==> src/rtl/core/expression_lexer_defines.svh <==
// Assertion macros shared by the lexer RTL.
`ifndef EXPRESSION_LEXER_DEFINES_SVH
`define EXPRESSION_LEXER_DEFINES_SVH
`ifndef SYNTHESIS
// Same-cycle implication, checked at every rising edge outside reset.
`define EL_ASSERT_IMPLIES(label, clk, rst_n, ante, cons) \
    label: assert property (@(posedge clk) disable iff (!rst_n) (ante) |-> (cons)) \
        else $error("lexer assertion failed");
// Next-cycle implication, checked at every rising edge outside reset.
`define EL_ASSERT_NEXT(label, clk, rst_n, ante, cons) \
    label: assert property (@(posedge clk) disable iff (!rst_n) (ante) |=> (cons)) \
        else $error("lexer assertion failed");
`else
`define EL_ASSERT_IMPLIES(label, clk, rst_n, ante, cons)
`define EL_ASSERT_NEXT(label, clk, rst_n, ante, cons)
`endif
`endif

==> src/rtl/core/el_pkg.sv <==
package el_pkg;

    localparam int POS_W = 16;
    localparam int VAL_W = 64;

    typedef logic [POS_W-1:0] t_pos;
    typedef logic [VAL_W-1:0] t_value;
    typedef logic [1:0]       t_kind;

    localparam t_kind KIND_NUM   = 2'd0;
    localparam t_kind KIND_PUNCT = 2'd1;
    localparam t_kind KIND_END   = 2'd2;
    localparam t_kind KIND_ERR   = 2'd3;

    // One token as it travels through the result queue.
    typedef struct packed {
        t_kind      kind;
        t_value     value;
        logic [7:0] first_char;
        logic [7:0] second_char;
        t_pos       start_pos;
        t_pos       length;
        logic       last;
    } t_result;

    // Increment that sticks at all ones.
    function automatic t_pos sat_inc(input t_pos v);
        t_pos r;
        r = (v == '1) ? v : t_pos'(v + 1'b1);
        return r;
    endfunction

endpackage

==> src/rtl/core/el_in_if.sv <==
interface el_in_if;
    import el_pkg::*;

    logic       valid;
    logic       ready;
    logic [7:0] char_code;
    logic       end_of_text;

    modport source(output valid, output char_code, output end_of_text, input ready);
    modport sink(input valid, input char_code, input end_of_text, output ready);
endinterface

==> src/rtl/core/el_out_if.sv <==
interface el_out_if;
    import el_pkg::*;

    logic       valid;
    logic       ready;
    t_kind      token_class;
    t_value     number_value;
    logic [7:0] first_char;
    logic [7:0] second_char;
    t_pos       start_pos;
    t_pos       token_length;
    logic       last_of_run;

    modport source(output valid, output token_class, output number_value,
                   output first_char, output second_char, output start_pos,
                   output token_length, output last_of_run, input ready);
    modport sink(input valid, input token_class, input number_value,
                 input first_char, input second_char, input start_pos,
                 input token_length, input last_of_run, output ready);
endinterface

==> src/rtl/core/expression_lexer.sv <==
// A token caused by a byte is written into the result queue when that byte's word is accepted.
// One byte per cycle while each byte yields at most one token and the output keeps up; a byte that
// yields two tokens fills two slots of the four-entry result queue in the same cycle.
// The input is ready whenever the queue has two free slots, so both tokens of a byte always fit.
// Reset (i_rst_n low at a rising edge) empties the queue and returns the lexer to offset zero.
`include "expression_lexer_defines.svh"

module expression_lexer (
    input  logic     i_clk,
    input  logic     i_rst_n,
    el_in_if.sink    i_in_ch,
    el_out_if.source o_out_ch
);
    import el_pkg::*;

    // Pending-token codes of the lexer state.
    localparam logic [1:0] PEND_NONE  = 2'd0;
    localparam logic [1:0] PEND_NUM   = 2'd1;
    localparam logic [1:0] PEND_PUNCT = 2'd2;

    localparam logic [7:0] CH_EQ    = 8'h3D;
    localparam logic [7:0] CH_BANG  = 8'h21;
    localparam logic [7:0] CH_LT    = 8'h3C;
    localparam logic [7:0] CH_GT    = 8'h3E;
    localparam logic [7:0] CH_ZERO  = 8'h30;
    localparam logic [7:0] CH_NINE  = 8'h39;
    localparam logic [7:0] CH_SPACE = 8'h20;
    localparam logic [7:0] CH_TAB   = 8'h09;
    localparam logic [7:0] CH_CR    = 8'h0D;

    // Result queue geometry.
    localparam int FIFO_DEPTH = 4;
    localparam int PTR_W      = $clog2(FIFO_DEPTH);
    localparam int CNT_W      = $clog2(FIFO_DEPTH + 1);

    // Character classes. Punctuators are the printable non-alphanumeric characters.
    function automatic logic is_space(input logic [7:0] c);
        return (c == CH_SPACE) || (c >= CH_TAB && c <= CH_CR);
    endfunction

    function automatic logic is_digit(input logic [7:0] c);
        return (c >= CH_ZERO) && (c <= CH_NINE);
    endfunction

    function automatic logic is_punct(input logic [7:0] c);
        return (c >= 8'd33 && c <= 8'd47) || (c >= 8'd58 && c <= 8'd64) ||
               (c >= 8'd91 && c <= 8'd96) || (c >= 8'd123 && c <= 8'd126);
    endfunction

    function automatic logic may_pair(input logic [7:0] c);
        return (c == CH_EQ) || (c == CH_BANG) || (c == CH_LT) || (c == CH_GT);
    endfunction

    // Lexer state. These registers double as the input side of the single pass:
    // each accepted word is combined with them and the tokens land in the queue.
    logic [1:0] r_pend, n_pend;
    t_pos       r_pos, n_pos;
    t_value     r_acc, n_acc;
    t_pos       r_start, n_start;
    t_pos       r_len, n_len;
    logic [7:0] r_char, n_char;
    logic       r_discard, n_discard;

    // Result queue.
    t_result          r_fifo [FIFO_DEPTH];
    logic [PTR_W-1:0] r_wr_ptr;
    logic [PTR_W-1:0] r_rd_ptr;
    logic [CNT_W-1:0] r_count;

    logic w_in_acc;
    logic w_out_acc;

    assign i_in_ch.ready = (r_count <= CNT_W'(FIFO_DEPTH - 2));
    assign w_in_acc      = i_in_ch.valid && i_in_ch.ready;
    assign w_out_acc     = o_out_ch.valid && o_out_ch.ready;

    logic [7:0] w_c;
    logic [3:0] w_digit;
    assign w_c     = i_in_ch.char_code;
    assign w_digit = 4'(w_c - CH_ZERO);

    // Decimal accumulate as two shifted copies plus the digit. Any carry into
    // the top four bits means the value went past all ones and saturates.
    logic [VAL_W+3:0] w_acc_x10;
    t_value           w_acc_next;
    assign w_acc_x10  = ({4'b0, r_acc} << 3) + ({4'b0, r_acc} << 1) +
                        (VAL_W + 4)'(w_digit);
    assign w_acc_next = (w_acc_x10[VAL_W+3:VAL_W] != 4'b0) ? '1 : w_acc_x10[VAL_W-1:0];

    // Token that a flush of the pending state would give.
    t_result w_flush;
    logic    w_flush_vld;
    always_comb begin
        w_flush             = '0;
        w_flush.start_pos   = r_start;
        w_flush_vld         = (r_pend != PEND_NONE);
        if (r_pend == PEND_NUM) begin
            w_flush.kind   = KIND_NUM;
            w_flush.value  = r_acc;
            w_flush.length = r_len;
        end else begin
            w_flush.kind       = KIND_PUNCT;
            w_flush.first_char = r_char;
            w_flush.length     = t_pos'(1);
        end
    end

    // Per-word lexer step. Up to two tokens come out: an older one (the flushed
    // pending token) and a newer one (the token this byte makes on its own).
    t_result    w_old, w_new;
    logic       w_old_vld, w_new_vld;
    t_result    w_res0, w_res1;
    logic [1:0] w_push;

    always_comb begin
        n_pend    = r_pend;
        n_pos     = r_pos;
        n_acc     = r_acc;
        n_start   = r_start;
        n_len     = r_len;
        n_char    = r_char;
        n_discard = r_discard;
        w_old     = w_flush;
        w_old_vld = 1'b0;
        w_new     = '0;
        w_new_vld = 1'b0;

        if (i_in_ch.end_of_text) begin
            // The end mark closes the pending token unless the text already failed,
            // then reports its own offset and starts a fresh text.
            w_old_vld        = w_flush_vld && !r_discard;
            w_new_vld        = 1'b1;
            w_new.kind       = KIND_END;
            w_new.start_pos  = r_pos;
            n_pend           = PEND_NONE;
            n_pos            = '0;
            n_acc            = '0;
            n_start          = '0;
            n_len            = '0;
            n_char           = '0;
            n_discard        = 1'b0;
        end else if (r_discard) begin
            n_pos = sat_inc(r_pos);
        end else begin
            n_pos = sat_inc(r_pos);
            if (r_pend == PEND_PUNCT && w_c == CH_EQ) begin
                w_new_vld         = 1'b1;
                w_new.kind        = KIND_PUNCT;
                w_new.first_char  = r_char;
                w_new.second_char = CH_EQ;
                w_new.start_pos   = r_start;
                w_new.length      = t_pos'(2);
                n_pend            = PEND_NONE;
                n_char            = '0;
            end else if (r_pend == PEND_NUM && is_digit(w_c)) begin
                n_acc = w_acc_next;
                n_len = sat_inc(r_len);
            end else begin
                w_old_vld = w_flush_vld;
                n_pend    = PEND_NONE;
                n_acc     = '0;
                n_len     = '0;
                n_char    = '0;
                if (is_space(w_c)) begin
                    n_pend = PEND_NONE;
                end else if (is_digit(w_c)) begin
                    n_pend  = PEND_NUM;
                    n_acc   = VAL_W'(w_digit);
                    n_start = r_pos;
                    n_len   = t_pos'(1);
                end else if (may_pair(w_c)) begin
                    // Hold the character one byte to see whether '=' follows.
                    n_pend  = PEND_PUNCT;
                    n_char  = w_c;
                    n_start = r_pos;
                end else if (is_punct(w_c)) begin
                    w_new_vld        = 1'b1;
                    w_new.kind       = KIND_PUNCT;
                    w_new.first_char = w_c;
                    w_new.start_pos  = r_pos;
                    w_new.length     = t_pos'(1);
                end else begin
                    // Bad byte: report it and drop everything up to the end mark.
                    w_new_vld        = 1'b1;
                    w_new.kind       = KIND_ERR;
                    w_new.first_char = w_c;
                    w_new.start_pos  = r_pos;
                    w_new.length     = t_pos'(1);
                    n_discard        = 1'b1;
                end
            end
        end

        // Pack the tokens into queue order and mark the last one of the word.
        w_res1      = w_new;
        w_res1.last = 1'b1;
        if (w_old_vld) begin
            w_res0      = w_old;
            w_res0.last = !w_new_vld;
            w_push      = w_new_vld ? 2'd2 : 2'd1;
        end else begin
            w_res0      = w_new;
            w_res0.last = 1'b1;
            w_push      = w_new_vld ? 2'd1 : 2'd0;
        end
        if (!w_in_acc) begin
            w_push = 2'd0;
        end
    end

    always_ff @(posedge i_clk) begin
        if (!i_rst_n) begin
            r_pend    <= PEND_NONE;
            r_pos     <= '0;
            r_acc     <= '0;
            r_start   <= '0;
            r_len     <= '0;
            r_char    <= '0;
            r_discard <= 1'b0;
        end else if (w_in_acc) begin
            r_pend    <= n_pend;
            r_pos     <= n_pos;
            r_acc     <= n_acc;
            r_start   <= n_start;
            r_len     <= n_len;
            r_char    <= n_char;
            r_discard <= n_discard;
        end
    end

    // Queue storage: the first token goes to the write pointer, a second one
    // to the slot after it.
    always_ff @(posedge i_clk) begin
        if (w_push != 2'd0) begin
            r_fifo[r_wr_ptr] <= w_res0;
        end
        if (w_push == 2'd2) begin
            r_fifo[PTR_W'(r_wr_ptr + 1'b1)] <= w_res1;
        end
    end

    always_ff @(posedge i_clk) begin
        if (!i_rst_n) begin
            r_wr_ptr <= '0;
            r_rd_ptr <= '0;
            r_count  <= '0;
        end else begin
            r_wr_ptr <= PTR_W'(r_wr_ptr + PTR_W'(w_push));
            r_rd_ptr <= PTR_W'(r_rd_ptr + PTR_W'(w_out_acc));
            r_count  <= CNT_W'(r_count + CNT_W'(w_push) - CNT_W'(w_out_acc));
        end
    end

    // The head of the queue drives the output word.
    t_result w_head;
    assign w_head                = r_fifo[r_rd_ptr];
    assign o_out_ch.valid        = (r_count != '0);
    assign o_out_ch.token_class  = w_head.kind;
    assign o_out_ch.number_value = w_head.value;
    assign o_out_ch.first_char   = w_head.first_char;
    assign o_out_ch.second_char  = w_head.second_char;
    assign o_out_ch.start_pos    = w_head.start_pos;
    assign o_out_ch.token_length = w_head.length;
    assign o_out_ch.last_of_run  = w_head.last;

    // The queue never holds more than its depth.
    `EL_ASSERT_IMPLIES(a_count_bound, i_clk, i_rst_n, 1'b1, r_count <= CNT_W'(FIFO_DEPTH))
    // A failed text never keeps a pending token.
    `EL_ASSERT_IMPLIES(a_discard_clean, i_clk, i_rst_n, r_discard, r_pend == PEND_NONE)
    // An end mark leaves the lexer at the start of a fresh text.
    `EL_ASSERT_NEXT(a_end_resets, i_clk, i_rst_n, w_in_acc && i_in_ch.end_of_text, r_pos == '0 && r_pend == PEND_NONE && !r_discard)
    // The second token of a pair was queued together with the first.
    `EL_ASSERT_NEXT(a_pair_follows, i_clk, i_rst_n, w_out_acc && !o_out_ch.last_of_run, o_out_ch.valid)

endmodule
==> src/flat_wrapper.sv <==
// flat-port wrapper written by rule: the top's interface ports become plain ports
module expression_lexer_flat import el_pkg::*;
  (i_clk, i_rst_n, i_in_ch_valid, i_in_ch_char_code, i_in_ch_end_of_text, i_in_ch_ready, o_out_ch_valid, o_out_ch_token_class, o_out_ch_number_value, o_out_ch_first_char, o_out_ch_second_char, o_out_ch_start_pos, o_out_ch_token_length, o_out_ch_last_of_run, o_out_ch_ready);
  el_in_if i_in_ch_i ();
  el_out_if o_out_ch_i ();
  input  logic i_clk;
  input  logic i_rst_n;
  input wire logic [$bits(i_in_ch_i.valid)-1:0] i_in_ch_valid;
  input wire logic [$bits(i_in_ch_i.char_code)-1:0] i_in_ch_char_code;
  input wire logic [$bits(i_in_ch_i.end_of_text)-1:0] i_in_ch_end_of_text;
  output wire logic [$bits(i_in_ch_i.ready)-1:0] i_in_ch_ready;
  output wire logic [$bits(o_out_ch_i.valid)-1:0] o_out_ch_valid;
  output wire logic [$bits(o_out_ch_i.token_class)-1:0] o_out_ch_token_class;
  output wire logic [$bits(o_out_ch_i.number_value)-1:0] o_out_ch_number_value;
  output wire logic [$bits(o_out_ch_i.first_char)-1:0] o_out_ch_first_char;
  output wire logic [$bits(o_out_ch_i.second_char)-1:0] o_out_ch_second_char;
  output wire logic [$bits(o_out_ch_i.start_pos)-1:0] o_out_ch_start_pos;
  output wire logic [$bits(o_out_ch_i.token_length)-1:0] o_out_ch_token_length;
  output wire logic [$bits(o_out_ch_i.last_of_run)-1:0] o_out_ch_last_of_run;
  input wire logic [$bits(o_out_ch_i.ready)-1:0] o_out_ch_ready;
  assign i_in_ch_i.valid = i_in_ch_valid;
  assign i_in_ch_i.char_code = i_in_ch_char_code;
  assign i_in_ch_i.end_of_text = i_in_ch_end_of_text;
  assign i_in_ch_ready = i_in_ch_i.ready;
  assign o_out_ch_valid = o_out_ch_i.valid;
  assign o_out_ch_token_class = o_out_ch_i.token_class;
  assign o_out_ch_number_value = o_out_ch_i.number_value;
  assign o_out_ch_first_char = o_out_ch_i.first_char;
  assign o_out_ch_second_char = o_out_ch_i.second_char;
  assign o_out_ch_start_pos = o_out_ch_i.start_pos;
  assign o_out_ch_token_length = o_out_ch_i.token_length;
  assign o_out_ch_last_of_run = o_out_ch_i.last_of_run;
  assign o_out_ch_i.ready = o_out_ch_ready;
  expression_lexer u_core (.i_clk(i_clk), .i_rst_n(i_rst_n), .i_in_ch(i_in_ch_i), .o_out_ch(o_out_ch_i));
endmodule
==> config.mk <==
export PLATFORM = sky130hd
export DESIGN_NAME = expression_lexer_flat
export DESIGN_NICKNAME = d
export VERILOG_FILES = /design/src/rtl/core/el_pkg.sv /design/src/rtl/core/el_in_if.sv /design/src/rtl/core/el_out_if.sv /design/src/rtl/core/expression_lexer.sv /design/src/flat_wrapper.sv
export VERILOG_INCLUDE_DIRS = /design/src /design/src/rtl/core
export SDC_FILE = /design/constraint.sdc
export NUM_CORES = 1
export LEC_CHECK = 0
export ABC_AREA = 1
export BUFFER_PORTS_ARGS = -buffer_cell sky130_fd_sc_hd__buf_2
export CAP_MARGIN = 20
export CORE_MARGIN = 2
export CORE_UTILIZATION = 57
export DETAILED_ROUTE_END_ITERATION = 10
export PLACE_DENSITY = 0.75
export SYNTH_ARGS = -nofsm -noshare
export SYNTH_HDL_FRONTEND = slang
export SYNTH_SLANG_ARGS = --single-unit
==> constraint.sdc <==
create_clock -name i_clk -period 7.9 [get_ports i_clk]
set_input_delay 1.185 -clock i_clk [delete_from_list [all_inputs] [get_ports i_clk]]
set_output_delay 1.185 -clock i_clk [all_outputs]
set_load 0.02 [all_outputs]
==> impl_summary.log, run 1 <==
[metrics] footprint of the multi-input gates: around 15000 um^2
[metrics] Seq/Total Area, Yosys: 0.422
[metrics] library cell used as clock root buffer: clkbuf_16
[metrics] largest cells by area after synthesis: dfxtp_1, edfxtp_1, nand2_1
[metrics] standard-cell rows: slightly above 80
[metrics] number of setup buffers added after CTS: 0
[metrics] Critical Path Slowest Stage Cell: clkinv_2
[metrics] first-pass GRT wire length: 138 mm
[metrics] cell area after synthesis: between 20000 and 30000 um^2
[metrics] initial standard-cell utilization of the core: 0.574
[metrics] Max Cap Viol: 0
[metrics] routability congestion estimate from global placement: 1.00
[metrics] final critical delay including setup and external delays: slightly below 6 ns
[metrics] Core Box Area: just over 50000 um^2
[metrics] drt total wl: 86.2 mm
[metrics] Slew HR: 0.257
[metrics] #FFs+latches synth: around 560
[metrics] H-tree depth: 2
[metrics] number of global-route vias before repair: about 26000
[metrics] overall track demand over capacity in global routing: 0.317
[metrics] number of hold buffers added after cts: 0
[metrics] critical path's largest stage delay: ~0.95 ns
[metrics] Leakage Power: around 13 nW
[metrics] clock latency of the later-clocked register in the worst-skew pair: 0.62 ns
[metrics] Max Buffers Root-to-Sink: 3
[metrics] flip-flop and latch area: ~12000 um^2
[metrics] worst endpoint data arrival time: around 6.4 ns
[metrics] diodes inserted: 0
[metrics] count of input and output buffers: around 130
[metrics] total half-perimeter wirelength after legalization and detailed placement: around 55 mm
[metrics] TritonCTS clock tree: yes
[metrics] wire per inst: ~18 um
[metrics] critical path cell sequence: buf_2 > nor2_4 > inv_2 > nor2_4 > nand2_1 > a21oi_1 > nor2_1 > nand2_1 > nand2_1 > nand2_1 > nand2_1 > ha_1 > inv_1 > nor2_1 > nor2_1 > nor2_1 > clkinv_2 > nand2_1 > buf_4 > clkinv_2 > buf_4 > nand2_1 > o21ai_0
[metrics] P per Cell Area: about 250 nW/um^2
[metrics] die boundary height: 231 um
[metrics] Synth top area share: 0.304
[metrics] number of flops mapped to enable cells by yosys: roughly 120
[metrics] NumNets Final: approximately 4200
[metrics] final clock skew: roughly 0.023 ns
[metrics] I/O pins: 130
[metrics] IR drop worst, VDD: approximately 0.16 mV
[metrics] Slew @ Worst Pin: 1.11 ns
[metrics] pre-CTS setup slack: between 1 and 1.5 ns
[metrics] Async SR Flop Fraction: 0
[metrics] number of resized instances in the post-cts repair step: 0
[metrics] detailed-route vias per instance: slightly below 6
[metrics] width of the die: around 230 um
[metrics] crit path max fanout: 58
[metrics] number of antenna violations at the first check in global routing: 0
[metrics] critical path startpoint category: primary input
[metrics] worst-case register-to-register setup slack: 2.56 ns
[metrics] relative area change from synthesis to final layout: 9.62%
[metrics] max-slew violation count: 0
[metrics] setup tns final: 0 ns
[metrics] ratio of final minimum period to clock period: 0.750
[metrics] Cell variety after synth: 53
[metrics] count of yosys warnings during synthesis: 0
[metrics] Reg clk slew, reported paths: approximately 0.060 ns
[metrics] Worst Hold Slack: roughly 0.45 ns
[metrics] capturing element type of the critical path: register
[metrics] DRC errors left: 0
[metrics] slack of the critical path: slightly below 2 ns
[metrics] maximum number of pins on one net before global-route repair: 150
[metrics] cell with the most instances on the worst path: nand2_1
[metrics] aggregate global routing overflow: 0
[metrics] kind of critical path: primary input to register
[metrics] final setup violation count: 0
[metrics] setup repair after global routing missed its margin: no
[metrics] synthesized area divided by synthesized cell count: approximately 7.3 um^2
[metrics] post-layout instance count excluding filler cells: 4731
[metrics] Final Power: about 0.0080 W
[metrics] via count: roughly 28000
[metrics] Post-Syn Instances: 4019
[metrics] total of fill cells in the finished design: approximately 4700
[metrics] Achievable Freq: 0.169 GHz
[metrics] Total Die Area: 53400 um^2
[metrics] starting DRC count in detailed routing: roughly 2500
[metrics] predominant post-synthesis flop cell: dfxtp_1
[metrics] HP Class: register to register
[metrics] leading area contributor after synthesis: dfxtp_1
[metrics] number of hold violations in the final report: 0
[metrics] Detailed Routing Iterations Pass 1: 5
[metrics] placed cell count: 4626
[metrics] number of buffers added by the clock tree synthesis step: 56
[metrics] layout cell share with drive strength beyond 1: 0.0755
[metrics] antenna viol nets, final: 0
[metrics] outcome: finished clean
[metrics] required time of the critical path: 8.37 ns
[metrics] clock sink count: 562
[critical path: cells and delay by family]
family / cells / cell delay (ns)
buffers and inverters: 7 / 2.80
and+or+nand+nor: 13 / 1.69
AOI/OAI and AO/OA: 2 / 0.36
adders and majority gates: 1 / 0.31
[layer usage]
layer  up-vias  global-route usage  routed length [um]
li1      13600                   -                   -
met5         -                   0                   0
met4         0              0.0923                2280
met2       992               0.529               40500
met3       179              0.0392                5620
met1     13200               0.431               37900
[logic make-up after synthesis]
kind of cell	share of synthesized area
xor+xnor	0.0155
simple gates	0.215
other cells	0.000128
buf+inv	0.0720
flops	0.422
fa+ha+maj	0.0595
compound gates	0.215
[cell type report]
class | instances | area share
clock buffers | 79 | 0.0505
clock inverters | 24 | 0.00994
inverters | 313 | 0.0369
multi-input cells | 2916 | 0.463
flip-flops and latches | 562 | 0.385
well taps | 680 | 0.0264
repair buffers | 157 | 0.0278
[sequential cells by signal (all words and copies together) (netlist names)]
signal            count
u_core.r_fifo       432
u_core.r_acc         64
u_core.r_len         16
u_core.r_pos         16
u_core.r_start       16
u_core.r_char         8
u_core.r_count        3
u_core.r_pend         2
u_core.r_rd_ptr       2
u_core.r_wr_ptr       2
u_core.r_discard      1
[stage by stage]
step / util / instance area [um^2]
after floorplan: - / 29400
after global placement: 0.590 / 30200
after detailed placement: 0.590 / 30200
after CTS: 0.629 / 32200
after global routing: 0.629 / 32200
final: 0.629 / 32200
[final timing paths]
kind,start,endpoint,depth (start not counted)
min,u_core.r_fifo[2][10],u_core.r_fifo[2][10],2
max,i_in_ch_char_code[7],u_core.r_fifo[3][89],23
min reg2reg,u_core.r_fifo[2][10],u_core.r_fifo[2][10],2
max reg2reg,u_core.r_pend[0],u_core.r_fifo[3][89],19
[power by group]
group          internal [W]  leakage [nW]  switching, W  total [W]
sequential          0.00303          4.68     0.0000855    0.00312
combinational      0.000530          7.70       0.00154    0.00207
clock               0.00164         0.955       0.00115    0.00279
total               0.00520          13.3       0.00278    0.00798
[placed cells by master (no fill, tap or decap), drive strengths merged, types with 23 or more instances in the layout]
| cell | count |
|---|---|
| nor2 | 414 |
| a21oi | 200 |
| buf | 157 |
| o22ai | 224 |
| nand2 | 907 |
| nand3 | 164 |
| dfxtp | 446 |
| inv | 307 |
| xor2 | 37 |
| ha | 135 |
| nor3 | 40 |
| edfxtp | 116 |
| a31oi | 23 |
| clkbuf | 79 |
| o21ai | 656 |
[cells in the mapped netlist, types with 8 or more instances]
library cell and number:
a211oi_1 20, a21oi_1 199, a31oi_1 23, buf_2 33, buf_4 8, clkbuf_1 187
dfxtp_1 446, edfxtp_1 116, ha_1 135, inv_1 300, inv_2 11, nand2_1 901
nand3_1 163, nand4_1 18, nor2_1 409, nor3_1 38, o21ai_0 631, o21ai_1 10
o21ai_2 15, o21bai_1 22, o22ai_1 224, xnor2_1 15, xor2_1 37
Power figures use the tool's default switching activity.
==> run 2: changes to the inputs <==
--- a/config.mk
+++ b/config.mk
@@ -6,7 +6,7 @@
 export SDC_FILE = /design/constraint.sdc
 export NUM_CORES = 1
 export LEC_CHECK = 0
-export ABC_AREA = 1
+export ABC_AREA = 0
 export BUFFER_PORTS_ARGS = -buffer_cell sky130_fd_sc_hd__buf_2
 export CAP_MARGIN = 20
 export CORE_MARGIN = 2
==> constraint.sdc (replaced) <==
create_clock -name i_clk -period 6.1 [get_ports i_clk]
set_input_delay 0.915 -clock i_clk [delete_from_list [all_inputs] [get_ports i_clk]]
set_output_delay 0.915 -clock i_clk [all_outputs]
set_load 0.02 [all_outputs]
==> impl_summary.log, run 2 <==
[metrics] outcome: finished clean
[metrics] starting DRC count in detailed routing: 2514 (+2.2%)
[metrics] clock latency of the later-clocked register in the worst-skew pair: 0.63 ns (about the same)
[metrics] Critical Path Slowest Stage Cell: fa_1
[metrics] count of input and output buffers: 126 (unchanged)
[metrics] total half-perimeter wirelength after legalization and detailed placement: 48.2 mm (-13%)
[metrics] worst-case register-to-register setup slack: 1.58 ns (-0.98 ns)
[metrics] P per Cell Area: 295 nW/um^2 (+19%)
[metrics] H-tree depth: 2 (unchanged)
[metrics] top post-synthesis cells by count: dfxtp_1, a22o_1, nand2_1, clkbuf_1, nor2_1
[metrics] mux contribution to synthesized area: 0.0906 (+0.0906)
[metrics] aggregate global routing overflow: 0 (unchanged)
[metrics] standard-cell rows: 80 (-3.6%)
[metrics] ratio of final minimum period to clock period: 0.761
[metrics] setup repair after global routing missed its margin: no
[metrics] dominant cell by count in the synthesized netlist: dfxtp_1
[metrics] Reg clk slew, reported paths: 0.06 ns (about the same)
[metrics] simple-gate share of the synthesized area: 0.0971 (-0.118)
[metrics] register ranked first by flip-flop count: u_core.r_fifo
[metrics] wire per inst: 23.0 um (+26%)
[metrics] number of hold violations in the final report: 0 (unchanged)
[metrics] kind of critical path: primary input to register
[metrics] number of antenna violations at the first check in global routing: 4 (+4)
[metrics] adder-cell area share of the yosys netlist: 0.0638 (+0.00432)
[metrics] relative area change from synthesis to final layout: 10.8%
[metrics] initial standard-cell utilization of the core: 0.575 (+0.00100)
[metrics] Synth top area share: 0.326 (+0.0221)
[metrics] antenna viol nets, final: 0 (unchanged)
[metrics] first-pass GRT wire length: 119 mm (-13%)
[metrics] number of hold buffers added after cts: 0 (unchanged)
[metrics] Detailed Routing Iterations Pass 1: 6 (+1)
[metrics] worst endpoint data arrival time: 5.12 ns (-1.28 ns)
[metrics] number of flops mapped to enable cells by yosys: 116 (unchanged)
[metrics] synthesized area divided by synthesized cell count: 10.7 um^2 (+46%)
[metrics] Leakage Power: 12.0 nW (-9.8%)
[metrics] placement-stage cell area: 28500 um^2 (-5.8%)
[metrics] library cell used as clock root buffer: clkbuf_16
[metrics] crit path max fanout: 42 (-28%)
[metrics] required time of the critical path: 6.58 ns (-1.79 ns)
[metrics] IR drop worst, VDD: 0.224 mV (+42%)
[metrics] I/O pins: 130 (unchanged)
[metrics] layout cell share with drive strength beyond 1: 0.155 (+0.0796)
[metrics] Seq/Total Area, Yosys: 0.453 (+0.0307)
[metrics] XOR/XNOR Fraction of Synth Area: 0.0275 (+0.0120)
[metrics] capturing element type of the critical path: register
[metrics] number of buffers added by the clock tree synthesis step: 57 (+1.8%)
[metrics] critical path startpoint category: primary input
[metrics] leading area contributor after synthesis: dfxtp_1
[metrics] Cell variety after synth: 76 (+43%)
[metrics] number of setup buffers added after CTS: 0 (unchanged)
[metrics] drt total wl: 75.0 mm (-13%)
[metrics] Slew HR: 0.274 (+0.0162)
[metrics] Slew @ Worst Pin: 1.09 ns (-0.0269 ns)
[metrics] Max Buffers Root-to-Sink: 3 (unchanged)
[metrics] Total Die Area: 49900 um^2 (-6.7%)
[metrics] number of global-route vias before repair: 21900 (-15%)
[metrics] maximum number of pins on one net before global-route repair: 52 (-65%)
[metrics] largest cells by area after synthesis: dfxtp_1, edfxtp_1, a22o_1
[metrics] Async SR Flop Fraction: 0 (unchanged)
[metrics] most frequent cells in the layout: dfxtp_1, a22o_1, nand2_1, ha_1, nor2_1
[metrics] number of resized instances in the post-cts repair step: 0 (unchanged)
[metrics] routability congestion estimate from global placement: 0.951 (-5.3%)
[metrics] dominant combinational cell family by area after synthesis: compound AO/OA/AOI/OAI gates
[metrics] predominant post-synthesis flop cell: dfxtp_1
[metrics] placed cell count: 3154 (-32%)
[metrics] most common cell after layout, fill and taps aside: dfxtp_1
[metrics] max-slew violation count: 0 (unchanged)
[metrics] area of all placed cells without fillers: 30400 um^2 (-5.7%)
[metrics] via count: 22000 (-21%)
[metrics] pre-CTS setup slack: 0.864 ns (-0.538 ns)
[metrics] Synth Area in Compound Gates: 0.233 (+0.0178)
[metrics] Final Power: 0.00895 W (+12%)
[metrics] HP Class: register to register
[metrics] Max Cap Viol: 0 (unchanged)
[metrics] TritonCTS clock tree: yes
[metrics] #FFs+latches synth: 562 (unchanged)
[metrics] width of the die: 223 um (-3.4%)
[metrics] die boundary height: 223 um (-3.4%)
[metrics] final setup violation count: 0 (unchanged)
[metrics] dominant delay contributor by cell family on the critical path: compound AO/OA/AOI/OAI gates
[metrics] Core Box Area: 47600 um^2 (-6.9%)
[metrics] count of yosys warnings during synthesis: 0 (unchanged)
[metrics] final critical delay including setup and external delays: approximately 4.6 ns
[metrics] cell area after synthesis: 27400 um^2 (-6.8%)
[metrics] max FFs per register: 432 (unchanged)
[metrics] NumNets Final: 2749 (-34%)
[metrics] clock sink count: 562 (unchanged)
[metrics] detailed-route vias per instance: 6.76 (+14%)
[metrics] combined buffer and inverter count along the critical path: 3 (-4)
[metrics] post-layout instance count excluding filler cells: 3260 (-31%)
[metrics] Achievable Freq: around 0.22 GHz
[metrics] critical path's largest stage delay: 0.60 ns (-0.35 ns)
[metrics] Post-Syn Instances: 2568 (-36%)
[metrics] overall track demand over capacity in global routing: 0.298 (-0.0191)
[metrics] slack of the critical path: 1.46 ns (-0.513 ns)
[metrics] DRC errors left: 0 (unchanged)
[metrics] Top Registers: u_core.r_fifo (432), u_core.r_acc (64)
[metrics] total of fill cells in the finished design: 3688 (-21%)
[metrics] setup tns final: 0 ns (unchanged)
[metrics] critical path cell sequence: buf_2 > fa_1 > inv_1 > fa_1 > nand2b_1 > a21oi_1 > o211ai_1 > o21ai_0 > o21a_1 > a41oi_1 > mux2i_1 > o2111a_1 > a21o_2 > buf_12 > o211ai_1
[metrics] final clock skew: 0.0361 ns (+0.0134 ns)
run 2: cell count changes after synthesis, sizes merged, moves of 50 or more:
cell | previous run | this run
nand3 | 164 | 29
nor2 | 414 | 137
nand2 | 907 | 231
a21oi | 200 | 124
o21ai | 656 | 126
inv | 311 | 30
a22oi | 1 | 51
o22ai | 224 | 12
mux4 | 0 | 108
a22o | 0 | 318
run 2: cell type report:
class / instances / area [um^2] / share of cell area
Antenna cell: 3 / 7.51 / 0.000247
Sequential cell: 562 / 12400 / 0.409
Clock inverter: 26 / 258 / 0.00849
Multi-Input combinational cell: 1771 / 14100 / 0.465
Clock buffer: 77 / 1630 / 0.0538
Inverter: 30 / 113 / 0.00371
Timing Repair Buffer: 176 / 1060 / 0.0348
Tap cell: 615 / 769 / 0.0253
run 2: where the power goes:
group	leakage, nW	total (W)	switching, W	internal (W)
Clock	0.935	0.00355	0.00150	0.00204
Combinational	6.40	0.00136	0.000868	0.000489
Sequential	4.69	0.00405	0.000144	0.00391
run 2: worst reg2reg max path: stages (launching register included):
cell and delay, ns:
dfxtp_1 0.40, fa_1 0.58, inv_1 0.07, fa_1 0.43
nand2b_1 0.19, a21oi_1 0.24, o211ai_1 0.16, o21ai_0 0.45
o21a_1 0.32, a41oi_1 0.18, mux2i_1 0.19, o2111a_1 0.29
a21o_2 0.42, buf_12 0.27, o211ai_1 0.17
run 2: final timing paths:
kind,startpoint,cells past startpoint,to
setup / recovery,i_in_ch_char_code[3],15,u_core.r_acc[11]
setup reg to reg,u_core.r_acc[0],14,u_core.r_acc[11]
hold reg to reg,u_core.r_fifo[2][0],1,u_core.r_fifo[2][0]
hold / removal,u_core.r_fifo[2][0],1,u_core.r_fifo[2][0]
run 2: metal layers:
layer,global-route usage,up-vias,share of wire
met3,0.0428,170,0.081
met1,0.397,10900,0.41
li1,-,9927,-
met2,0.491,1075,0.48
met5,0,-,0
met4,0.117,0,0.031
run 2: logic make-up after synthesis:
family,count (synthesis)
flip-flops,562
buffers and inverters,237
XOR/XNOR,86
other,1
multiplexers,113
adder cells (fa/ha/maj),138
AND/OR/NAND/NOR,568
AO/OA/AOI/OAI,863
run 2: metrics by stage:
| step | utilization | hold slack, ns |
|---|---|---|
| after floorplan | - | 0.431 |
| after detailed placement | 0.598 | 0.449 |
| after global placement | 0.598 | 0.441 |
| after CTS | 0.637 | 0.464 |
| final | 0.638 | 0.464 |
| after global routing | 0.638 | 0.487 |
